## src/rtl/dtrw_queue.sv

```systemverilog
`default_nettype none

module dtrw_queue #(
	parameter int DEPTH = 4,
	parameter type entry_t = logic,
	localparam int PW = $clog2(DEPTH),
	localparam int CW = $clog2(DEPTH + 1)
) (
	input  wire logic          clk,
	input  wire logic          arst_n,
	input  wire logic          push,
	input  wire entry_t        push_data,
	input  wire logic          pop,
	output entry_t             head,
	output logic               nonempty,
	output logic    [CW-1:0]   count
);

	entry_t          mem_q [DEPTH];
	logic   [PW-1:0] wr_ptr_q;
	logic   [PW-1:0] rd_ptr_q;
	logic   [CW-1:0] count_q;

	always_ff @(posedge clk or negedge arst_n) begin
		if (!arst_n) begin
			wr_ptr_q <= '0;
			rd_ptr_q <= '0;
			count_q  <= '0;
		end else begin
			if (push) begin
				wr_ptr_q <= (wr_ptr_q == PW'(DEPTH - 1)) ? '0 : wr_ptr_q + 1'b1;
			end
			if (pop) begin
				rd_ptr_q <= (rd_ptr_q == PW'(DEPTH - 1)) ? '0 : rd_ptr_q + 1'b1;
			end
			if (push && !pop) begin
				count_q <= count_q + 1'b1;
			end else if (pop && !push) begin
				count_q <= count_q - 1'b1;
			end
		end
	end

	always_ff @(posedge clk) begin
		if (push) begin
			mem_q[wr_ptr_q] <= push_data;
		end
	end

	assign head     = mem_q[rd_ptr_q];
	assign nonempty = count_q != '0;
	assign count    = count_q;

endmodule

`default_nettype wire

```

## config.mk

```make
export PLATFORM = sky130hd
export DESIGN_NAME = dtrw_queue
export DESIGN_NICKNAME = d
export VERILOG_FILES = /design/src/rtl/dtrw_queue.sv
export SDC_FILE = /design/constraint.sdc
export NUM_CORES = 1
export LEC_CHECK = 0
export BUFFER_PORTS_ARGS = -buffer_cell sky130_fd_sc_hd__buf_4
export CORE_AREA = 5 5 42 44
export CTS_BUF_LIST = sky130_fd_sc_hd__clkbuf_16
export DETAILED_ROUTE_END_ITERATION = 6
export DIE_AREA = 0 0 47 49
export PLACE_DENSITY = 0.71
export SETUP_SLACK_MARGIN = 0.1
export SYNTH_ARGS = -nofsm -noshare
export SYNTH_HDL_FRONTEND = slang
export SYNTH_SLANG_ARGS = --single-unit
```

## constraint.sdc

```tcl
create_clock -name clk -period 1.54 [get_ports clk]
set_clock_uncertainty 0.05 [all_clocks]
set_input_delay 0.308 -clock clk [delete_from_list [all_inputs] [get_ports clk]]
set_output_delay 0.308 -clock clk [all_outputs]
set_load 0.01 [all_outputs]
```

==> summary.txt <==
Outcome
  – Status: finished, violations left
  – Failing checks: negative setup slack

Clocking
  – Worst-case clock buffer depth: 2
  – CTS Buf Count: 3
  – CTS tree: yes
  – Root buf cell: clkbuf_16
  – Reg clk slew, reported paths: 40 ps
  – Worst-Skew Late Latency: 240 ps
  – H-tree Lvls: 1
  – Clock sink count: 11

Floorplanning
  – DIE AREA: 2300 um^2
  – Row cnt: 14
  – Top Ports: 10
  – Die width: 47 um
  – Height of the die: 49 um
  – Starting Density: 0.391
  – Area of the core: 1400 um^2

Setup path
  – Worst reg2reg path depth: 5
  – CP Data Required Time: 1180 ps
  – Critical path's largest stage delay: 510 ps
  – CP endpoint kind: primary output
  – Worst EP arrival: 1260 ps
  – Setup CP Type: reg -> out
  – Slowest stage cell, crit path: mux4_2
  – CP Launch Type: flop
  – Worst reg-to-reg setup slack: 150 ps
  – Worst Setup EP: head
  – Worst r2r src: count[0]
  – Worst setup path startpoint: rd_ptr_q[0]
  – Max Fanout on Critical Path: 2
  – Crit-path cells: mux4_2 > buf_6
  – Critical R2R Capture: count[2]

Place
  – I/O Buffers: 9
  – Placer Congestion: 0.636
  – Dpl hpwl: 636 um
  – Dpl cell area: 671 um^2

Timing
  – Final setup violating endpoints: 1
  – Max frequency: 619 MHz
  – Relative slew slack: 0.896
  – Sum Neg Setup Slack: -76.6 ps
  – Final hold vios: 0
  – Share of the cycle needed by the critical path after routing: 1.05
  – Final worst path period need: 1620 ps
  – Setup ws final: -76.6 ps
  – Max Transition Viols Final: 0
  – Unrepaired setup endpoints after global routing: true
  – Worst-Margin Slew: 155 ps

Detailed routing
  – Met3 wire length: 25 um
  – Post-route DRC: 0
  – Detailed Route WL: 975 um
  – Routed via count: 354
  – Met1 wire length: 429 um
  – Initial drt markers: 5
  – Met2 WL: 509 um
  – Avg WL per Cell: 12.2 um
  – Via/cell ratio: 4.43
  – First-pass iteration count of the detailed router: 4
  – Top routing layer used: met4
  – Post-route ant nets: 0

Final layout
  – Design area: 813 um^2
  – Antenna Cells: 0
  – Fraction of layout cells with a size suffix above 1: 0.453
  – Final core area utilization: 0.580
  – Net count, final: 77
  – Area Growth Syn to Fin: 48.4%

Global routing
  – Grt total ovfl: 0
  – First-pass GRT wire length: 1.62 mm
  – Vias in the first global route: 355
  – Antenna violations before repair: 0
  – Gr usage total: 0.105
  – Pin count of the biggest net entering global routing: 9

Synth
  – Post-Synth Simple-Gate Area: 0.0890
  – Synth Area per Inst: 13.4 um^2
  – Synth warn: 0
  – Adder-Cell Fraction of Synth Area: 0.174
  – Yosys reg bits: 11
  – Largest family of logic cells by synthesized area: adder cells
  – Sequential area share after synthesis: 0.539
  – Post-synthesis cell type count: 17
  – Area fraction in compound gates after synthesis: 0.0342
  – Cell Area, Synth: 548 um^2
  – Syn_nets: 53
  – Synth Instances: 41
  – Synth Area in XOR/XNOR: 0.0479
  – Mux share of post-synthesis cell area: 0.0822

Power
  – Lkg Pwr: 0.382 nW
  – VDD IR max: 0.00106 V
  – Power Total: 1.58 mW
  – PD cells: 1940 nW/um^2

Hold path
  – Hold Crit Class: in -> reg

Job
  – Max Cap Viol: 0
[repair_timing]
| item | CTS | global route |
|---|---|---|
| buffers inserted | 4 | 1 |
| setup endpoints to repair | 2 | 3 |
| gates resized for setup | 2 | 2 |
| pin swaps | 3 | 1 |
| hold buffers | 1 | 0 |
| hold endpoints to repair | 7 | 0 |
[Yosys cell counts]
| cell type | count | area, um^2 |
|---|---|---|
| a21o_2 | 1 | 8.76 |
| edfxtp_1 | 4 | 120 |
| ha_1 | 6 | 75.1 |
| o21ai_0 | 2 | 10.0 |
| dfrtp_1 | 7 | 175 |
| nor2_1 | 1 | 3.75 |
| mux4_2 | 1 | 22.5 |
| nor3_1 | 1 | 5.00 |
| xnor2_1 | 1 | 8.76 |
| xor2_1 | 2 | 17.5 |
| nand3_1 | 1 | 5.00 |
| mux2_2 | 2 | 22.5 |
| inv_1 | 5 | 18.8 |
| fa_1 | 1 | 20.0 |
| and2_1 | 4 | 25.0 |
| nand2_1 | 1 | 3.75 |
| or3_1 | 1 | 6.26 |
[flip-flops by register name (all words and copies together) (netlist names)]
signal and flops:
count 3, mem_q 4, rd_ptr_q 2, wr_ptr_q 2
[metrics by stage]
| stage | hold WS, ps | worst slack [ps] | cells |
|---|---|---|---|
| finish | 225 | -76.6 | 80 |
| global route | 225 | -115 | 80 |
| CTS | 224 | -76.2 | 79 |
| detailed placement | 78.1 | -61.5 | 70 |
| global placement | 74.9 | -30.8 | 70 |
| floorplan | -37.6 | 107 | 41 |
[layout by cell type (no fill, tap or decap)]
cell type	Yosys	layout
a21o_2	1	1
and2_1	4	4
buf_4	0	15
buf_6	0	3
clkbuf_16	0	3
dfrtp_1	7	7
dlygate4sd3_1	0	1
edfxtp_1	4	4
fa_2	0	1
ha_1	6	5
ha_2	0	1
inv_1	5	5
inv_2	0	1
mux2_2	2	2
mux4_2	1	1
nand2_1	1	1
nand3_1	1	1
nor2_1	1	1
nor3_1	1	1
o21ai_0	2	2
or3_4	0	1
xnor2_1	1	1
xor2_1	2	2
[cell families (layout without fill, tap and decap cells)]
| logic type | after synthesis | count (layout) |
|---|---|---|
| compound gates | 3 | 3 |
| xor+xnor | 3 | 3 |
| fa+ha+maj | 7 | 7 |
| buf+inv | 5 | 28 |
| flops | 11 | 11 |
| mux | 3 | 3 |
| simple gates | 9 | 9 |
[routing by layer]
metal  vias to the layer above  track usage
met4                         0       0.0691
met2                         4        0.149
met1                       164        0.132
met3                         2       0.0332
met5                         -            0
li1                        184            -
[power breakdown]
group,internal (mW),switching (mW),leakage [nW]
Clock,0.341,0.126,0.0423
Combinational,0.369,0.240,0.220
Sequential,0.416,0.0843,0.120
[critical path, delay by kind of cell (launching register included)]
family                 cells  cell delay, ps
buffers and inverters      1             140
DFF                        1             370
muxes                      1             510
[cell type report]
class | instances | area, um^2
Clock buffer | 3 | 75.1
Clock inverter | 1 | 3.75
Fill cell | 116 | 588
Inverter | 5 | 18.8
Multi-Input combinational cell | 25 | 244
Sequential cell | 11 | 295
Tap cell | 16 | 20.0
Timing Repair Buffer | 19 | 156
[how the worst min path moves through the flow]
stage / startpoint / end / cells after the start
2_1_floorplan: arst_n / count[0] / 0
3_3_place_gp: arst_n / count[1] / 1
3_5_place_dp: arst_n / count[1] / 1
4_1_cts: push_data / mem_q[2] / 1
5_1_grt: push_data / mem_q[0] / 1
6_report: push_data / mem_q[2] / 1
(Power assumes the default switching activity.)
