<file path="config.mk">
export PLATFORM = sky130hd
export DESIGN_NAME = dtrw_front_flat
export DESIGN_NICKNAME = d
export VERILOG_FILES = /design/src/rtl/dtrw_pkg.sv /design/src/rtl/dtrw_if.sv /design/src/rtl/dtrw_front.sv /design/src/flat_wrapper.sv
export SDC_FILE = /design/constraint.sdc
export NUM_CORES = 1
export LEC_CHECK = 0
export BUFFER_PORTS_ARGS = -buffer_cell sky130_fd_sc_hd__buf_4
export CORE_MARGIN = 5
export CORE_UTILIZATION = 60
export CTS_BUF_LIST = sky130_fd_sc_hd__clkbuf_8 sky130_fd_sc_hd__clkbuf_16
export DETAILED_ROUTE_END_ITERATION = 6
export PLACE_DENSITY_LB_ADDON = 0.12
export SLEW_MARGIN = 30
export SYNTH_ARGS = -nofsm -noshare
export SYNTH_HDL_FRONTEND = slang
export SYNTH_SLANG_ARGS = --single-unit
</file>
<file path="constraint.sdc">
create_clock -name clk -period 6.4 [get_ports clk]
set_input_delay 1.28 -clock clk [delete_from_list [all_inputs] [get_ports clk]]
set_output_delay 1.28 -clock clk [all_outputs]
set_load 0.05 [all_outputs]
</file>
<file path="src/rtl/dtrw_pkg.sv">
`default_nettype none

package dtrw_pkg;

	localparam int FRAME_WORDS_DEF = 65536;

	localparam int XW     = 11;
	localparam int DIMW   = 10;
	localparam int STRW   = 11;
	localparam int MODEW  = 3;
	localparam int DW     = 32;
	localparam int SAW    = 16;
	localparam int OAW    = 16;
	localparam int ZW     = 16;
	localparam int POSW   = XW + 1;
	localparam int PRODW  = POSW + STRW;
	localparam int PADDRW = PRODW + 1;

	localparam logic [STRW-1:0] STRIDE_MASK = 11'h7F8;

	localparam int QUEUE_DEPTH = 4;
	localparam int OUT_DEPTH   = 4;
	localparam int QCW         = $clog2(QUEUE_DEPTH + 1);
	localparam int OCW         = $clog2(OUT_DEPTH + 1);

	typedef enum logic [1:0] {
		KIND_RECT     = 2'd0,
		KIND_PIXEL    = 2'd1,
		KIND_STORE_WR = 2'd2,
		KIND_STORE_RD = 2'd3
	} kind_t;

	typedef enum logic [MODEW-1:0] {
		MODE_NONE  = 3'd0,
		MODE_LT    = 3'd1,
		MODE_EQ    = 3'd2,
		MODE_LE    = 3'd3,
		MODE_GT    = 3'd4,
		MODE_NE    = 3'd5,
		MODE_GE    = 3'd6,
		MODE_PIXEL = 3'd7
	} mode_t;

	typedef enum logic [1:0] {
		OP_NONE     = 2'd0,
		OP_PIXEL    = 2'd1,
		OP_STORE_WR = 2'd2,
		OP_STORE_RD = 2'd3
	} op_t;

	typedef struct packed {
		logic [1:0]       kind;
		logic [XW-1:0]    x_start;
		logic [XW-1:0]    y_start;
		logic [DIMW-1:0]  width;
		logic [DIMW-1:0]  height;
		logic [STRW-1:0]  stride;
		logic [MODEW-1:0] compare_mode;
		logic             fill_enable;
		logic             chain;
		logic [DW-1:0]    data;
		logic [SAW-1:0]   store_address;
	} item_t;

	typedef struct packed {
		logic [OAW-1:0] word_address;
		logic           written;
		logic [DW-1:0]  read_data;
		logic           last;
		logic           error;
	} result_t;

	// err set: job never writes the store
	typedef struct packed {
		op_t               op;
		logic [PADDRW-1:0] addr;
		logic [DW-1:0]     word;
		mode_t             mode;
		logic              last;
		logic              err;
	} job_t;

	function automatic logic z_blocks(mode_t mode, logic [DW-1:0] stored,
			logic [DW-1:0] incoming);
		logic [ZW-1:0] zs;
		logic [ZW-1:0] zi;
		logic          blk;
		zs = stored[ZW-1:0];
		zi = incoming[ZW-1:0];
		case (mode)
			MODE_LT: blk = zs < zi;
			MODE_EQ: blk = zs == zi;
			MODE_LE: blk = zs <= zi;
			MODE_GT: blk = zs > zi;
			MODE_NE: blk = zs != zi;
			MODE_GE: blk = zs >= zi;
			default: blk = 1'b0;
		endcase
		return blk;
	endfunction

endpackage

`default_nettype wire

</file>
<file path="src/rtl/dtrw_if.sv">
`default_nettype none

interface dtrw_item_if;
	logic                  valid;
	logic                  ready;
	dtrw_pkg::item_t       payload;
	modport source (output valid, output payload, input ready);
	modport sink (input valid, input payload, output ready);
endinterface


`default_nettype wire

</file>
<file path="src/rtl/dtrw_front.sv">
`default_nettype none

module dtrw_front #(
	parameter int FRAME_WORDS = dtrw_pkg::FRAME_WORDS_DEF
) (
	input  wire logic                     clk,
	input  wire logic                     arst_n,
	dtrw_item_if.sink                     items,
	input  wire logic                     hold,
	input  wire logic [dtrw_pkg::QCW-1:0] q_count,
	output dtrw_pkg::job_t                job,
	output logic                          job_push
);

	localparam logic [dtrw_pkg::PADDRW:0] LIMIT = (dtrw_pkg::PADDRW + 1)'(FRAME_WORDS);

	typedef struct packed {
		dtrw_pkg::op_t                 op;
		logic [dtrw_pkg::POSW-1:0]     row_abs;
		logic [dtrw_pkg::POSW-1:0]     col_abs;
		logic [dtrw_pkg::STRW-1:0]     stride;
		logic [dtrw_pkg::DW-1:0]       word;
		dtrw_pkg::mode_t               mode;
		logic                          last;
		logic                          err;
		logic [dtrw_pkg::SAW-1:0]      saddr;
	} stage_t;

	logic [dtrw_pkg::XW-1:0]   rect_x_q;
	logic [dtrw_pkg::XW-1:0]   rect_y_q;
	logic [dtrw_pkg::DIMW-1:0] rect_w_q;
	logic [dtrw_pkg::DIMW-1:0] rect_h_q;
	logic [dtrw_pkg::STRW-1:0] stride_q;
	dtrw_pkg::mode_t           mode_q;
	logic                      fill_q;
	logic [dtrw_pkg::DW-1:0]   fill_word_q;
	logic [dtrw_pkg::DIMW-1:0] col_q;
	logic [dtrw_pkg::DIMW-1:0] row_q;
	logic                      active_q;

	logic                      accept;
	logic [dtrw_pkg::DIMW:0]   col_inc;
	logic [dtrw_pkg::DIMW:0]   row_inc;
	logic                      col_wrap;
	logic                      row_wrap;
	logic [dtrw_pkg::QCW:0]    occupancy;
	stage_t                    stage_d;

	logic                       v_s1;
	stage_t                     item_s1;
	logic                       v_s2;
	stage_t                     item_s2;
	logic [dtrw_pkg::PRODW-1:0] prod_s2;

	logic [dtrw_pkg::PADDRW-1:0] addr;
	logic                        in_range;

	assign occupancy   = (dtrw_pkg::QCW + 1)'(q_count) + (dtrw_pkg::QCW + 1)'(v_s1)
			+ (dtrw_pkg::QCW + 1)'(v_s2);
	assign items.ready = !hold && (occupancy < (dtrw_pkg::QCW + 1)'(dtrw_pkg::QUEUE_DEPTH));
	assign accept      = items.valid && items.ready;

	assign col_inc  = {1'b0, col_q} + 1'b1;
	assign row_inc  = {1'b0, row_q} + 1'b1;
	assign col_wrap = col_inc >= {1'b0, rect_w_q};
	assign row_wrap = row_inc >= {1'b0, rect_h_q};

	always_comb begin
		stage_d.op      = dtrw_pkg::OP_NONE;
		stage_d.row_abs = dtrw_pkg::POSW'(rect_y_q) + dtrw_pkg::POSW'(row_q);
		stage_d.col_abs = dtrw_pkg::POSW'(rect_x_q) + dtrw_pkg::POSW'(col_q);
		stage_d.stride  = stride_q;
		stage_d.word    = fill_q ? fill_word_q : items.payload.data;
		stage_d.mode    = mode_q;
		stage_d.last    = 1'b0;
		stage_d.err     = 1'b0;
		stage_d.saddr   = items.payload.store_address;
		case (dtrw_pkg::kind_t'(items.payload.kind))
			dtrw_pkg::KIND_RECT: begin
				stage_d.op = dtrw_pkg::OP_NONE;
			end
			dtrw_pkg::KIND_PIXEL: begin
				if (active_q) begin
					stage_d.op   = dtrw_pkg::OP_PIXEL;
					stage_d.last = col_wrap && row_wrap;
				end else begin
					stage_d.err = 1'b1;
				end
			end
			dtrw_pkg::KIND_STORE_WR: begin
				stage_d.op   = dtrw_pkg::OP_STORE_WR;
				stage_d.word = items.payload.data;
			end
			default: begin
				stage_d.op = dtrw_pkg::OP_STORE_RD;
			end
		endcase
	end

	always_ff @(posedge clk or negedge arst_n) begin
		if (!arst_n) begin
			rect_x_q    <= '0;
			rect_y_q    <= '0;
			rect_w_q    <= '0;
			rect_h_q    <= '0;
			stride_q    <= '0;
			mode_q      <= dtrw_pkg::MODE_PIXEL;
			fill_q      <= 1'b0;
			fill_word_q <= '0;
			col_q       <= '0;
			row_q       <= '0;
			active_q    <= 1'b0;
		end else if (accept) begin
			if (items.payload.kind == dtrw_pkg::KIND_RECT && !items.payload.chain) begin
				rect_x_q    <= items.payload.x_start;
				rect_y_q    <= items.payload.y_start;
				rect_w_q    <= items.payload.width;
				rect_h_q    <= items.payload.height;
				stride_q    <= items.payload.stride & dtrw_pkg::STRIDE_MASK;
				mode_q      <= dtrw_pkg::mode_t'(items.payload.compare_mode);
				fill_q      <= items.payload.fill_enable;
				fill_word_q <= items.payload.data;
				col_q       <= '0;
				row_q       <= '0;
				active_q    <= (items.payload.width != '0) && (items.payload.height != '0);
			end else if (items.payload.kind == dtrw_pkg::KIND_PIXEL && active_q) begin
				if (col_wrap) begin
					col_q <= '0;
					if (row_wrap) begin
						row_q    <= '0;
						active_q <= 1'b0;
					end else begin
						row_q <= row_inc[dtrw_pkg::DIMW-1:0];
					end
				end else begin
					col_q <= col_inc[dtrw_pkg::DIMW-1:0];
				end
			end
		end
	end

	always_ff @(posedge clk or negedge arst_n) begin
		if (!arst_n) begin
			v_s1 <= 1'b0;
			v_s2 <= 1'b0;
		end else begin
			v_s1 <= accept;
			v_s2 <= v_s1;
		end
	end

	always_ff @(posedge clk) begin
		item_s1 <= stage_d;
		item_s2 <= item_s1;
		prod_s2 <= dtrw_pkg::PRODW'(item_s1.row_abs) * dtrw_pkg::PRODW'(item_s1.stride);
	end

	always_comb begin
		if (item_s2.op == dtrw_pkg::OP_PIXEL) begin
			addr = dtrw_pkg::PADDRW'(prod_s2) + dtrw_pkg::PADDRW'(item_s2.col_abs);
		end else begin
			addr = dtrw_pkg::PADDRW'(item_s2.saddr);
		end
		in_range = {1'b0, addr} < LIMIT;
		job.op   = item_s2.op;
		job.addr = addr;
		job.word = item_s2.word;
		job.mode = item_s2.mode;
		job.last = item_s2.last;
		job.err  = item_s2.err || (item_s2.op != dtrw_pkg::OP_NONE && !in_range);
	end

	assign job_push = v_s2;

	a_push_room: assert property (@(posedge clk) disable iff (!arst_n)
		job_push |-> q_count < dtrw_pkg::QCW'(dtrw_pkg::QUEUE_DEPTH))
		else $error("job queue overrun");

	a_last_ends_rect: assert property (@(posedge clk) disable iff (!arst_n)
		(accept && items.payload.kind == dtrw_pkg::KIND_PIXEL && active_q
			&& col_wrap && row_wrap) |=> !active_q)
		else $error("rectangle still active after final pixel");

endmodule

`default_nettype wire

</file>
<file path="src/flat_wrapper.sv">
// flat-port wrapper written by rule: the top's interface ports become plain ports
module dtrw_front_flat 
#(
	parameter int FRAME_WORDS = dtrw_pkg::FRAME_WORDS_DEF
)
  (clk, arst_n, hold, q_count, job, job_push, items_valid, items_payload, items_ready);
  dtrw_item_if items_i ();
  input  wire logic clk;
  input  wire logic arst_n;
  input  wire logic hold;
  input  wire logic [dtrw_pkg::QCW-1:0] q_count;
  output dtrw_pkg::job_t job;
  output logic job_push;
  input wire logic [$bits(items_i.valid)-1:0] items_valid;
  input wire logic [$bits(items_i.payload)-1:0] items_payload;
  output wire logic [$bits(items_i.ready)-1:0] items_ready;
  assign items_i.valid = items_valid;
  assign items_i.payload = items_payload;
  assign items_ready = items_i.ready;
  dtrw_front #(.FRAME_WORDS(FRAME_WORDS)) u_core (.clk(clk), .arst_n(arst_n), .items(items_i), .hold(hold), .q_count(q_count), .job(job), .job_push(job_push));
endmodule
</file>
==> flow_metrics.py <==
metrics = {
    "outcome": {
        "status": "complete, no violations",
    },
    "placed_design": {
        "dp_slack_ns": 1.75,
        "io_buffers": 176,
        "placed_cells": 1717,
        "place.detailed.hpwl_mm": 20.1,
        "gp_congestion": 0.839,
    },
    "global_routing": {
        "overflow": 0,
        "grt_pass1_wl_mm": 45.0,
        "grtUsageTotal_pct": 20.3,
        "grt_pass1_vias": 9484,
        "grt_max_degree": 71,
        "antenna_found_initial": 0,
    },
    "clock_network": {
        "clock_sinks": 283,
        "clkLatencyLatePin_ns": 0.53,
        "cts_buffer_depth": 3,
        "htree_levels": 1,
        "ctsRootBufferMaster": "clkbuf_16",
        "post_cts_resized": 0,
        "clk_pin_slew_ns": 0.06,
        "cts_inserted_buffers": 28,
        "postCtsSetupBuffers": 0,
        "cts_tree": "done",
        "cts_hold_buf": 0,
    },
    "power": {
        "power_frac_comb_pct": 30.4,
        "p_seq_share_pct": 39.8,
        "peakVddDrop_mv": 0.302,
        "power_density_nw_per_um2": 354,
        "netSwitchingFraction_pct": 32.1,
        "clockPowerShare_pct": 29.8,
        "internal_power_mw": 3.97,
        "switching_power_mw": 1.87,
        "leakagePower_nw": 8.09,
    },
    "timing": {
        "max-slew-margin-rel_pct": 47.4,
        "layout_min_cycle_time_ns": 4.64,
        "tns_ns": 0,
        "fin_hold_ws_ns": 0.321,
        "rsz0062_at_grt": "false",
        "fin_worst_skew_ns": 0.0165,
        "layout_setup_ws_ns": 1.76,
        "setup_viol": 0,
        "drv_slew": 0,
        "tightest_slew_ns": 0.790,
        "finalHoldViolCount": 0,
        "fmax_ghz": 0.215,
        "min_period_over_period_pct": 72.5,
    },
    "route": {
        "drt_iter0_drc": 442,
        "via_count": 9262,
        "antenna_left": 0,
        "avgRoutedWirePerCell_um": 15.1,
        "drc": 0,
        "viasPerCell": 5.24,
        "routed_wl_mm": 26.7,
        "first_pass_iters": 5,
    },
    "synthesis": {
        "yosys.area.top_type": "dfxtp_1",
        "syn_inst": 1286,
        "netlist_top_cells_area": "dfxtp_1, dfrtp_1, mux2_2",
        "syn_nets": 1556,
        "synth_cell_type_count": 69,
        "synth.yosys.warnings": 0,
        "synth_seq_cells": 283,
        "synthFlopType": "dfxtp_1",
        "synth_edf_count": 0,
        "synth_area_per_cell_um2": 11.0,
        "syn-cell-area_um2": 14200,
        "yosysSeqAreaShare_pct": 43.9,
        "yosys.area.top_type_share_pct": 24.6,
        "async_flop_share_pct": 38.5,
    },
    "critical_path": {
        "slowest_stage": "dfxtp_1",
        "cp_slowest_stage_delay_ns": 0.59,
        "worst-path-buf-inv": 2,
        "critPathLaunchType": "flip-flop",
        "arrival_ns": 5.03,
        "worstSetupPathType": "flip-flop to flip-flop",
        "crit_required_ns": 6.79,
        "crit_path_frequent_cell": "fa_1",
        "crit_chain": "and2_1, fa_1, fa_1, fa_1, inv_1, fa_1, inv_1, ha_1, a21o_1, a21o_1, or3_1, o21ai_1, o31ai_1, xor2_1",
        "path_delay_family": "adder cells",
        "worst_setup_path_end_kind": "flip-flop",
        "cp_max_fo": 12,
    },
    "final_layout": {
        "drive_above_1_share_pct": 25.7,
        "fillCellCount": 1718,
        "finalNetCount": 1698,
        "antennaDiodeCount": 0,
        "instances_no_fill": 1769,
        "layout_commonest_cell": "buf_4",
        "regArea_um2": 6210,
        "final_cell_mix": "buf_4, dfxtp_1, inv_1",
        "syn_to_final_growth_pct": 16.7,
        "multiInputGateArea_um2": 7080,
    },
    "floorplan": {
        "io_pins": 180,
        "core-area_um2": 23300,
        "row_count": 56,
        "die_h_um": 164,
        "start_util_pct": 60.7,
        "fp.dieArea_um2": 26800,
        "die_x_um": 164,
    },
    "worst_hold_path": {
        "hp-class": "flip-flop to flip-flop",
    },
    "flow_run": {
        "cap_viol_max_count": 0,
    },
}
through the flow:
stage / utilization, % / area, um^2 / power, mW
after floorplan: - / 14200 / 3.71
after global placement: 66.3 / 15500 / 4.08
after detailed placement: 66.5 / 15500 / 4.14
after CTS: 70.8 / 16500 / 5.91
after global routing: 70.8 / 16500 / 6.25
final: 70.8 / 16500 / 5.84
per-layer routing:
layer	wire length [um]	GRT usage [%]	part of all wire [%]	up-vias
met5	0	0	0	-
met3	1300	3.84	4.9	36
li1	-	-	-	4604
met2	12800	34.1	48	182
met1	12000	27.5	45	4440
met4	513	4.50	1.9	0
kinds of logic after synthesis:
kind of cell / share of synthesized area, %
xor+xnor: 3.53
mux: 9.68
compound gates: 8.46
flops: 43.9
fa+ha+maj: 17.0
simple gates: 11.1
buf+inv: 6.32
cell type report:
type / instances / area share, %
Multi-Input combinational cell: 816 / 42.8
Sequential cell: 283 / 37.6
Timing Repair Buffer: 180 / 8.32
Clock buffer: 34 / 4.81
Inverter: 119 / 2.70
Tap cell: 319 / 2.41
Clock inverter: 18 / 1.32
synth_stat cells (9+ instances only):
cell type and instances:
a21o_1 18, a21oi_1 26, a31oi_1 9, and2_1 76, and3_1 13, buf_4 39, clkbuf_1 16, dfrtp_1 106
dfxtp_1 174, fa_1 63, ha_1 92, inv_1 119, mux2_2 120, nand2_1 89, nand3_1 34, nor2_1 33
nor3_1 14, o21a_1 9, o21ai_0 42, xnor2_1 38, xor2_1 19
power by group through the flow:
stage          Clock [mW]  Combinational (mW)  Sequential, mW
4_1_cts              1.79                1.79            2.33
6_report             1.74                1.78            2.32
2_1_floorplan           0                1.45            2.26
3_5_place_dp            0                1.78            2.36
3_3_place_gp            0                1.73            2.35
5_1_grt              1.86                2.02            2.37
worst reg2reg max path, cell delays in order, from the launching register on:
cell and delay, ns:
dfxtp_1 0.59, and2_1 0.23, fa_1 0.43, fa_1 0.47
fa_1 0.55, inv_1 0.05, fa_1 0.53, inv_1 0.04
ha_1 0.37, a21o_1 0.21, a21o_1 0.19, or3_1 0.34
o21ai_1 0.21, o31ai_1 0.13, xor2_1 0.15
state kept, by name, summed over array words and instances (netlist names):
| name | cells |
|---|---|
| u_core.active_q | 1 |
| u_core.rect_y_q | 11 |
| u_core.rect_w_q | 10 |
| u_core.item_s1 | 87 |
| u_core.col_q | 10 |
| u_core.mode_q | 3 |
| u_core.job_push | 1 |
| u_core.fill_word_q | 32 |
| u_core.fill_q | 1 |
| u_core.rect_x_q | 11 |
| u_core.stride_q | 8 |
| u_core.rect_h_q | 10 |
| u_core.row_q | 10 |
| u_core.prod_s2 | 20 |
| u_core.v_s1 | 1 |
| u_core.item_s2 | 29 |
| u_core.job | 38 |
final timing paths:
kind / from / end / slack (ns) / depth (start not counted)
worst min-delay path: u_core.item_s1[9] / u_core.item_s2[9] / 0.32 / 0
worst min register to register: u_core.item_s1[9] / u_core.item_s2[9] / 0.32 / 0
max in group asynchronous: arst_n / u_core.fill_word_q[16] / 4.64 / 2
min in group asynchronous: arst_n / u_core.rect_h_q[8] / 0.76 / 1
worst max register to register: u_core.item_s1[60] / u_core.prod_s2[21] / 1.76 / 14
worst max-delay path: u_core.item_s1[60] / u_core.prod_s2[21] / 1.76 / 14
Power figures use the tool's default switching activity.
